<file path="src/sv/assert_macros.svh">
// Assertion shorthands shared by the RTL. Each one clocks on clk and is
// disabled while arst_n is low.
`ifndef ASSERT_MACROS_SVH
`define ASSERT_MACROS_SVH

// The consequent must hold in the same cycle as the antecedent.
`define ASSERT_SAME(label, ante, cons, msg) \
	label: assert property (@(posedge clk) disable iff (!arst_n) (ante) |-> (cons)) \
		else $error(msg);

// The consequent must hold in the cycle after the antecedent.
`define ASSERT_NEXT(label, ante, cons, msg) \
	label: assert property (@(posedge clk) disable iff (!arst_n) (ante) |=> (cons)) \
		else $error(msg);

`endif

</file>
<file path="src/sv/flr_pkg.sv">
package flr_pkg;

	localparam int FRAC_BITS   = 10;
	localparam int SCREEN_SPAN = 1024;
	localparam int COORD_W     = 10;
	localparam int ACC_W       = 22;
	localparam int INC_W       = 12;
	localparam int COUNT_W     = 11;
	localparam int STRIDE_W    = 11;
	localparam int PIX_W       = 12;
	localparam int OFFSET_W    = 20;
	localparam int COLOR_W     = 8;

	// Dividend of the minor step is (|delta| + 1) << FRAC_BITS.
	localparam int NUM_W       = COUNT_W + FRAC_BITS;
	localparam int DIV_STEPS   = NUM_W;
	localparam int DIV_CNT_W   = $clog2(DIV_STEPS);

	localparam logic [STRIDE_W-1:0] STRIDE_RESET = STRIDE_W'(1024);
	localparam logic [INC_W-1:0]    STEP_POS     = INC_W'(1 << FRAC_BITS);
	localparam logic [INC_W-1:0]    STEP_NEG     = INC_W'(-(1 << FRAC_BITS));

	localparam logic ACT_LOAD = 1'b0;
	localparam logic ACT_STEP = 1'b1;

	typedef enum logic [1:0] {
		ST_IDLE = 2'b01,
		ST_DIV  = 2'b10
	} flr_state_t;

endpackage

</file>
<file path="src/sv/fixed_point_line_rasterizer.sv">
// Fixed-point DDA line rasterizer with 10 fractional bits.
// Input channel (in_valid/in_stall) carries one item per beat: action 0 loads
// a line (endpoints and color), action 1 asks for the next pixel. Output
// channel (out_valid/out_stall) carries one pixel per beat: column, row,
// buffer offset row*line_stride+column, range flag, color and last mark.
// A load beat starts the divider: the minor-axis step is found by a
// restoring divider that retires one quotient bit per cycle through a
// single 12-bit subtract-and-compare unit, and in_stall stays high meanwhile.
// A step beat is answered by a pixel in the next cycle; steps may follow
// every cycle while out_stall is low. A step beat with no line active produces
// nothing. While the receiver holds out_stall the pending pixel stays put and
// in_stall is raised, so no further beat is taken until it drains. line_stride
// is written through cfg_wr_en/cfg_wr_data; the user must write it only while
// idle, as the block itself does not enforce this. Reset (arst_n low) clears
// the line, out_valid and the divider control and sets line_stride to 1024.
`include "assert_macros.svh"

module fixed_point_line_rasterizer
	import flr_pkg::*;
(
	input  logic                       clk,
	input  logic                       arst_n,
	input  logic                       cfg_wr_en,
	input  logic [STRIDE_W-1:0]        cfg_wr_data,
	input  logic                       in_valid,
	output logic                       in_stall,
	input  logic                       action,
	input  logic [COORD_W-1:0]         x_start,
	input  logic [COORD_W-1:0]         y_start,
	input  logic [COORD_W-1:0]         x_end,
	input  logic [COORD_W-1:0]         y_end,
	input  logic [COLOR_W-1:0]         color,
	output logic                       out_valid,
	input  logic                       out_stall,
	output logic signed [PIX_W-1:0]    pixel_x,
	output logic signed [PIX_W-1:0]    pixel_y,
	output logic [OFFSET_W-1:0]        pixel_offset,
	output logic                       in_range,
	output logic [COLOR_W-1:0]         pixel_color,
	output logic                       last_pixel
);

	flr_state_t              state_q;
	logic [STRIDE_W-1:0]     stride_q;
	logic [ACC_W-1:0]        x_acc_q, y_acc_q;
	logic [INC_W-1:0]        x_inc_q, y_inc_q;
	logic [COUNT_W-1:0]      left_q;
	logic [COLOR_W-1:0]      color_q;

	logic [NUM_W-1:0]        div_num_q;
	logic [COUNT_W-1:0]      div_den_q;
	logic [COUNT_W-1:0]      div_rem_q;
	logic [DIV_CNT_W-1:0]    div_cnt_q;
	logic                    div_neg_q;
	logic                    div_minor_y_q;

	logic                    out_valid_q;
	logic [PIX_W-1:0]        px_q, py_q;
	logic [OFFSET_W-1:0]     offset_q;
	logic                    in_range_q;
	logic [COLOR_W-1:0]      pcolor_q;
	logic                    last_q;

	logic                    in_fire, out_fire, load_fire, step_fire;

	// Load decode.
	logic [COORD_W-1:0]      adx, ady, minor_mag;
	logic                    x_major, minor_neg;
	logic [COUNT_W-1:0]      load_count;

	// Shared divider unit.
	logic [COUNT_W:0]        trial;
	logic                    trial_ge;
	logic [COUNT_W-1:0]      rem_next;
	logic [INC_W-1:0]        quot_mag, quot_signed;
	logic                    div_last;

	// Pixel decode.
	logic [PIX_W-1:0]        px, py;
	logic                    coords_ok;
	logic [COORD_W+STRIDE_W-1:0] prod;
	logic [COORD_W+STRIDE_W:0]   offset_sum;
	logic                    offset_ok;

	assign in_stall  = (state_q != ST_IDLE) || (out_valid_q && out_stall);
	assign in_fire   = in_valid && !in_stall;
	assign out_fire  = out_valid_q && !out_stall;
	assign load_fire = in_fire && (action == ACT_LOAD);
	assign step_fire = in_fire && (action == ACT_STEP) && (left_q != '0);

	always_comb begin
		adx        = (x_end >= x_start) ? x_end - x_start : x_start - x_end;
		ady        = (y_end >= y_start) ? y_end - y_start : y_start - y_end;
		x_major    = (adx >= ady);
		load_count = x_major ? COUNT_W'(adx) + COUNT_W'(1) : COUNT_W'(ady) + COUNT_W'(1);
		minor_mag  = x_major ? ady : adx;
		minor_neg  = x_major ? (y_end < y_start) : (x_end < x_start);
	end

	always_comb begin
		trial       = {div_rem_q, div_num_q[NUM_W-1]};
		trial_ge    = (trial >= {1'b0, div_den_q});
		rem_next    = trial_ge ? COUNT_W'(trial - {1'b0, div_den_q}) : trial[COUNT_W-1:0];
		div_last    = (div_cnt_q == DIV_CNT_W'(DIV_STEPS - 1));
		// The quotient never exceeds 1024, so it fits the increment width.
		quot_mag    = INC_W'({div_num_q[NUM_W-2:0], trial_ge});
		quot_signed = div_neg_q ? INC_W'(-quot_mag) : quot_mag;
	end

	always_comb begin
		px         = x_acc_q[ACC_W-1:FRAC_BITS];
		py         = y_acc_q[ACC_W-1:FRAC_BITS];
		coords_ok  = !px[PIX_W-1] && !py[PIX_W-1]
			&& (px < PIX_W'(SCREEN_SPAN)) && (py < PIX_W'(SCREEN_SPAN));
		prod       = (COORD_W+STRIDE_W)'(py[COORD_W-1:0]) * (COORD_W+STRIDE_W)'(stride_q);
		offset_sum = (COORD_W+STRIDE_W+1)'(prod) + (COORD_W+STRIDE_W+1)'(px[COORD_W-1:0]);
		offset_ok  = coords_ok && (offset_sum[COORD_W+STRIDE_W:OFFSET_W] == '0);
	end

	always_ff @(posedge clk or negedge arst_n) begin
		if (!arst_n) begin
			stride_q <= STRIDE_RESET;
		end else if (cfg_wr_en) begin
			stride_q <= cfg_wr_data;
		end
	end

	always_ff @(posedge clk or negedge arst_n) begin
		if (!arst_n) begin
			state_q   <= ST_IDLE;
			x_acc_q   <= '0;
			y_acc_q   <= '0;
			x_inc_q   <= '0;
			y_inc_q   <= '0;
			left_q    <= '0;
			color_q   <= '0;
			div_cnt_q <= '0;
		end else begin
			case (state_q)
				ST_IDLE: begin
					if (load_fire) begin
						x_acc_q   <= {2'b00, x_start, FRAC_BITS'(0)};
						y_acc_q   <= {2'b00, y_start, FRAC_BITS'(0)};
						color_q   <= color;
						left_q    <= load_count;
						div_cnt_q <= '0;
						if (x_major) begin
							x_inc_q <= (x_start > x_end) ? STEP_NEG : STEP_POS;
						end else begin
							y_inc_q <= (y_start > y_end) ? STEP_NEG : STEP_POS;
						end
						state_q <= ST_DIV;
					end else if (step_fire) begin
						x_acc_q <= x_acc_q + {{(ACC_W-INC_W){x_inc_q[INC_W-1]}}, x_inc_q};
						y_acc_q <= y_acc_q + {{(ACC_W-INC_W){y_inc_q[INC_W-1]}}, y_inc_q};
						left_q  <= left_q - COUNT_W'(1);
					end
				end
				ST_DIV: begin
					div_cnt_q <= div_cnt_q + DIV_CNT_W'(1);
					if (div_last) begin
						if (div_minor_y_q) begin
							y_inc_q <= quot_signed;
						end else begin
							x_inc_q <= quot_signed;
						end
						state_q <= ST_IDLE;
					end
				end
				default: begin
					state_q <= ST_IDLE;
				end
			endcase
		end
	end

	// Divider datapath: the dividend register shifts out one bit a cycle and
	// fills from the bottom with quotient bits.
	always_ff @(posedge clk) begin
		if (load_fire) begin
			div_num_q     <= {COUNT_W'(minor_mag) + COUNT_W'(1), FRAC_BITS'(0)};
			div_den_q     <= load_count;
			div_rem_q     <= '0;
			div_neg_q     <= minor_neg;
			div_minor_y_q <= x_major;
		end else if (state_q == ST_DIV) begin
			div_num_q <= {div_num_q[NUM_W-2:0], trial_ge};
			div_rem_q <= rem_next;
		end
	end

	always_ff @(posedge clk or negedge arst_n) begin
		if (!arst_n) begin
			out_valid_q <= 1'b0;
		end else if (step_fire) begin
			out_valid_q <= 1'b1;
		end else if (out_fire) begin
			out_valid_q <= 1'b0;
		end
	end

	always_ff @(posedge clk) begin
		if (step_fire) begin
			px_q       <= px;
			py_q       <= py;
			offset_q   <= offset_ok ? offset_sum[OFFSET_W-1:0] : '0;
			in_range_q <= offset_ok;
			pcolor_q   <= color_q;
			last_q     <= (left_q == COUNT_W'(1));
		end
	end

	assign out_valid    = out_valid_q;
	assign pixel_x      = px_q;
	assign pixel_y      = py_q;
	assign pixel_offset = offset_q;
	assign in_range     = in_range_q;
	assign pixel_color  = pcolor_q;
	assign last_pixel   = last_q;

	`ASSERT_SAME(a_stall_while_div, state_q == ST_DIV, in_stall,
		"input taken while the divider is busy")
	`ASSERT_NEXT(a_step_gives_pixel, step_fire, out_valid,
		"step on an active line produced no pixel")
	`ASSERT_NEXT(a_div_ends, (state_q == ST_DIV) && div_last, state_q == ST_IDLE,
		"divider ran past its last step")
	`ASSERT_SAME(a_offset_zero, out_valid && !in_range, pixel_offset == '0,
		"out-of-range pixel carries a nonzero offset")

endmodule
</file>
<file path="config.mk">
export PLATFORM = sky130hd
export DESIGN_NAME = fixed_point_line_rasterizer
export DESIGN_NICKNAME = d
export VERILOG_FILES = /design/src/sv/flr_pkg.sv /design/src/sv/fixed_point_line_rasterizer.sv
export VERILOG_INCLUDE_DIRS = /design/src /design/src/sv
export SDC_FILE = /design/constraint.sdc
export NUM_CORES = 1
export LEC_CHECK = 0
export BUFFER_PORTS_ARGS = -buffer_cell sky130_fd_sc_hd__buf_2
export CORE_MARGIN = 2
export CORE_UTILIZATION = 45
export CTS_CLUSTER_SIZE = 25
export DETAILED_ROUTE_END_ITERATION = 7
export PLACE_DENSITY = 0.59
export SLEW_MARGIN = 40
export SYNTH_ARGS = -nofsm -noshare
export SYNTH_HDL_FRONTEND = slang
export SYNTH_SLANG_ARGS = --single-unit
</file>
<file path="constraint.sdc">
create_clock -name clk -period 6.43 [get_ports clk]
set_clock_uncertainty 0.15 [all_clocks]
set_input_delay 0.3215 -clock clk [delete_from_list [all_inputs] [get_ports clk]]
set_output_delay 0.3215 -clock clk [all_outputs]
set_load 0.005 [all_outputs]
</file>
## Word level (Yosys, flattened, before mapping)

Cells that the tools add are included.

- Flip-flop bits (word level): 205
- Output and inout port bits: 56
- Logic and storage cells: 120

- Add/sub/neg operators: 14
- $mul: 1
- Magnitude comparators: 10
- Eq/ne operators: 11
- Muxes and demuxes: 34
- Bitwise logic cells: 1
- Reduce and logical (&&, ||, !) cells: 27

Operator list:

| operator | number |
|---|---|
| 2-to-1 mux 12 bit | 11 |
| 2-to-1 mux 22 bit | 4 |
| case mux 12 bit (2 select lines) | 2 |
| adder 22 bit | 2 |
| 2-to-1 mux 11 bit | 4 |
| 2-to-1 mux 21 bit | 2 |
| subtractor 10 bit | 4 |
| adder 10 x 1 -> 11 bit, second input constant | 3 |
| greater-or-equal comparator 10 bit | 3 |
| 2-to-1 mux 10 bit | 3 |
| < comparator 12 x 11 -> 1 bit, second input constant | 2 |
| adder 21 x 10 -> 22 bit | 1 |
| multiplier 10 x 11 -> 21 bit | 1 |
| > comparator 10 bit | 2 |
| < comparator 10 bit | 2 |
| greater-or-equal comparator 12 x 11 -> 1 bit | 1 |
| inequality test 2 bit, second input constant | 6 |
| negation 12 bit | 1 |
| equality test 11 x 1 -> 1 bit, second input constant | 1 |
| nonzero test 11 bit | 1 |
| subtractor 11 x 1 -> 11 bit, second input constant | 1 |
| subtractor 11 bit | 1 |
| logical AND 1 bit | 10 |
| case mux 5 bit (2 select lines) | 1 |
| other kinds (16) | 29 |

## Logic depth before layout (Yosys ltp)

- Word-level depth: 8
- Depth in mapped cells: 26

## Least setup slack after synthesis

No wires, ideal clock.

- Path type: register to register
- From: register y_acc_q[13]
- To: register offset_q[11], in the netlist pixel_offset[11] (data pin)
- Setup time: 0.266 ns
- Data arrival time: 5.450 ns
- Required time: 6.014 ns
- Setup slack: 0.564 ns
- Stages on the path, launching flop included: 20
- Buffers on the path: 2
- Clock period less this slack: 5.866 ns
- Cells stage by stage: dfrtp_1 -> clkbuf_1 -> nand2_1 -> fa_1 -> inv_1 -> fa_1 -> ha_1 -> fa_1 -> inv_1 -> fa_1 -> inv_1 -> ha_1 -> a2111oi_1 -> nor3_1 -> a2111oi_2 -> nor2_1 -> a211o_1 -> o2111ai_1 -> clkbuf_1 -> nor2_1

- Word-level cells in the longest chain between the ends: 4

Ends and longest elaborated chain:

| item | line | text |
|---|---|---|
| from (decl) | fixed_point_line_rasterizer.sv:45 | `logic [ACC_W-1:0] x_acc_q, y_acc_q;` |
| from (signal assigned) | fixed_point_line_rasterizer.sv:143 | `y_acc_q <= {2'b00, y_start, FRAC_BITS'(0)};` |
| from (signal assigned) | fixed_point_line_rasterizer.sv:155 | `y_acc_q <= y_acc_q + {{(ACC_W-INC_W){y_inc_q[INC_W-1]}}, y_inc_q};` |
| multiplier 10 x 11 -> 21 bit | fixed_point_line_rasterizer.sv:115 | `prod = (COORD_W+STRIDE_W)'(py[COORD_W-1:0]) * (COORD_W+STRIDE_W)'(stride_q);` |
| adder 21 x 10 -> 22 bit | fixed_point_line_rasterizer.sv:116 | `offset_sum = (COORD_W+STRIDE_W+1)'(prod) + (COORD_W+STRIDE_W+1)'(px[COORD_W-1:0]);` |
| zero test 2 bit | fixed_point_line_rasterizer.sv:117 | `offset_ok = coords_ok && (offset_sum[COORD_W+STRIDE_W:OFFSET_W] == '0);` |
| logical AND 1 bit | fixed_point_line_rasterizer.sv:117 |  |
| to (signal assigned) | fixed_point_line_rasterizer.sv:206 | `offset_q <= offset_ok ? offset_sum[OFFSET_W-1:0] : '0;` |
| to (decl) | fixed_point_line_rasterizer.sv:59 | `logic [OFFSET_W-1:0] offset_q;` |

Several ways; a longest one is shown, not always the timed one.
A chain may end at the register's enable or synchronous reset.

## Worst setup path in the final report

- From: register stride_q[4]
- To: register offset_q[12], in the netlist pixel_offset[12] (data pin)

- Word-level cells in the longest chain between the ends: 4

Ends and longest elaborated chain:

| item | line | text |
|---|---|---|
| from (decl) | fixed_point_line_rasterizer.sv:44 | `logic [STRIDE_W-1:0] stride_q;` |
| from (signal assigned) | fixed_point_line_rasterizer.sv:124 | `stride_q <= cfg_wr_data;` |
| multiplier 10 x 11 -> 21 bit * | fixed_point_line_rasterizer.sv:115 |  |
| adder 21 x 10 -> 22 bit * | fixed_point_line_rasterizer.sv:116 |  |
| zero test 2 bit | fixed_point_line_rasterizer.sv:117 |  |
| logical AND 1 bit | fixed_point_line_rasterizer.sv:117 |  |

Every way passes the cells marked *; elsewhere a longest branch is shown, timed or not.

==> results_dict.tcl <==
set metrics [dict create \
    max_freq_mhz 164 \
    tightest_slew_ns 0.837 \
    syn_nets 2252 \
    fillers 3617 \
    drive_above_1_share_pct 12.6 \
    finalHoldViolCount 0 \
    ys_types 89 \
    num_rows 72 \
    numCtsBuffers 25 \
    ys_ff_latch 205 \
    yosysSeqAreaShare_pct 30.9 \
    min_period_ns 6.09 \
    viasPerCell 5.42 \
    drv_slew 0 \
    synthCells 1926 \
    synth_common_cells "nand2_1 (221), inv_1 (219), ha_1 (173)" \
    gp_congestion 0.864 \
    synthToLayoutAreaGrowth_pct 13.3 \
    io-pin-count 121 \
    grt_pass1_wl_um 73700 \
    worstPathArrival_ns 6.32 \
    final_antenna_net_count 0 \
    reg2reg_setup_slack_ns 0.34 \
    multi_input_area_mm2 0.0110 \
    period_share_pct 94.7 \
    status "completed" \
    io_buffer_count 120 \
    yosysMostFrequentCell "nand2_1" \
    antenna_cells 0 \
    cts_tree "done" \
    ys.flop_type "dfrtp_1" \
    grt_usage_pct 22.7 \
    setup_tns_ns 0 \
    vias 14000 \
    seq_area_mm2 0.00542 \
    syn_area_per_cell_um2 9.11 \
    clockBufferDepth 3 \
    synth_top_area_share_pct 14.8 \
    critPathKind "flip-flop to flip-flop" \
    wire_per_inst_um 17.8 \
    drc_errors 0 \
    clkLatencyLatePin_ns 0.55 \
    maxCapViolations 0 \
    grt_max_degree 82 \
    rsz0062_at_grt "false" \
    dieArea_mm2 0.0406 \
    die_x_um 201 \
    drt_iter0_drc 941 \
    path_max_fanout 20 \
    syn-cell-area_mm2 0.0175 \
    postCtsSetupRepairBufs 0 \
    start_util_pct 45.5 \
    synth_warnings 0 \
    grt-ovfl-total 0 \
    clk_pin_slew_ns 0.06 \
    core_region_area_mm2 0.0386 \
    setup_violations 0 \
    async_reset_ff_share_pct 51.7 \
    cts.sinks 205 \
    grt_pass1_vias 13700 \
    synth_area_leaders "dfrtp_1 (15%), edfxtp_1 (13%), ha_1 (12%)" \
    hold_class "input pin to flip-flop" \
    wirelength_um 46100 \
    relSlewSlack_pct 44.2 \
    dieHeight_um 201 \
    antenna_found_initial 1 \
    endpoint_kind "flip-flop" \
    synth_edf_count 78 \
    cts_root_buffer "clkbuf_16" \
    dp_hpwl_um 34700 \
    dr.pass1.iters 7 \
    synth_top_cell_by_area "dfrtp_1" \
    htree_levels 1 \
    cp.required_ns 6.66 \
    nets 2378 \
    setup.worst_path.start_class "flip-flop" \
]
-- worst max-delay path, cell delays in order, from the launching register on --
cell and delay, ns:
dfrtp_1 0.57, nand2_1 0.13, fa_1 0.52, inv_1 0.06, fa_1 0.46, ha_1 0.33
fa_1 0.53, inv_1 0.05, fa_1 0.53, inv_1 0.04, ha_1 0.24, a2111oi_1 0.49
nor3_1 0.18, a2111oi_2 0.41, nor2_1 0.17, a211o_1 0.36, nand4_1 0.12, o2111ai_2 0.13
buf_4 0.22, a211oi_1 0.22
-- layer usage --
layer | track usage, % | part of all wire (%) | vias to the layer above
li1 | - | - | 6907
met1 | 33.3 | 48 | 6699
met2 | 35.4 | 44 | 369
met3 | 3.08 | 5.5 | 58
met4 | 5.86 | 2.2 | 2
met5 | 0 | 0.028 | -
-- flip-flops by register name, indices dropped and copies added, names as in the netlist, 2 cells and up --
| register | cells |
|---|---|
| state_q | 2 |
| left_q | 11 |
| x_inc_q | 12 |
| div_cnt_q | 5 |
| color_q | 8 |
| div_num_q | 21 |
| stride_q | 11 |
| div_den_q | 11 |
| pixel_offset | 20 |
| x_acc_q | 22 |
| pixel_x | 12 |
| pixel_y | 12 |
| y_inc_q | 12 |
| y_acc_q | 22 |
| pixel_color | 8 |
| div_rem_q | 11 |
-- worst paths after layout --
kind | depth (start not counted) | from | endpoint
max in group asynchronous | 3 | arst_n | stride_q[2]$_DFFE_PN0P_
setup / recovery | 19 | stride_q[4]$_DFFE_PN0P_ | pixel_offset[12]$_SDFFCE_PN0P_
setup reg to reg | 19 | stride_q[4]$_DFFE_PN0P_ | pixel_offset[12]$_SDFFCE_PN0P_
hold reg to reg | 0 | color_q[0]$_DFFE_PN0P_ | pixel_color[0]$_DFFE_PP_
hold / removal | 3 | x_start[8] | x_acc_q[18]$_DFFE_PN0P_
min in group asynchronous | 2 | arst_n | x_acc_q[10]$_DFFE_PN0P_
-- per-stage QoR --
step	cell area [um2]	cells	utilization (%)	hold slack, ns	setup slack [ns]
final	19900	2589	51.5	0.0419	0.344
after detailed placement	18700	2509	48.5	0.194	0.251
after global placement	18700	2509	48.4	0.198	0.325
after CTS	19900	2589	51.5	0.0170	0.239
after floorplan	17500	1926	-	-0.124	0.564
after global routing	19900	2589	51.5	0.0662	0.0201
-- logic make-up (layout without fill, tap and decap cells) --
group                      Yosys count  after routing  synth area share [%]
muxes                               50             50                  3.09
xor gates and xnor gates            81             81                  4.04
and+or+nand+nor                    608            608                  17.0
adders and majority gates          261            261                  22.4
DFF                                205            205                  30.9
buffers and inverters              301            446                  6.59
AOI/OAI and AO/OA                  420            420                  16.0
-- placed cells by master (no fill, tap or decap), types with 34 or more instances in the layout --
cell type      count
nand3_1           40
buf_2            119
and2_1            65
dfrtp_1          101
edfxtp_1          78
a21oi_1          100
nor2b_1           34
nand2_1          221
inv_1            218
ha_1             173
fa_1              88
o21ai_0          108
xor2_1            41
dlygate4sd3_1     34
nor2_1            97
xnor2_1           40
-- final cells by class --
class	count	share of cell area, %
inverter	220	4.16
timing repair buffer	180	5.81
tap	518	3.26
multi-input combinational	1420	55.3
sequential	205	27.3
clock inverter	10	0.535
clock buffer	36	3.66
-- timing repair --
item | 4_1_cts | 5_1_grt
hold buffers | 34 | 0
resized for setup | 0 | 3
setup endpoints to repair | 0 | 4
endpoints found under the hold margin | 69 | 0
Power is left out: the tool's default activity adds up to more than one toggle a clock period on the data nets, which glitch-free logic cannot reach.
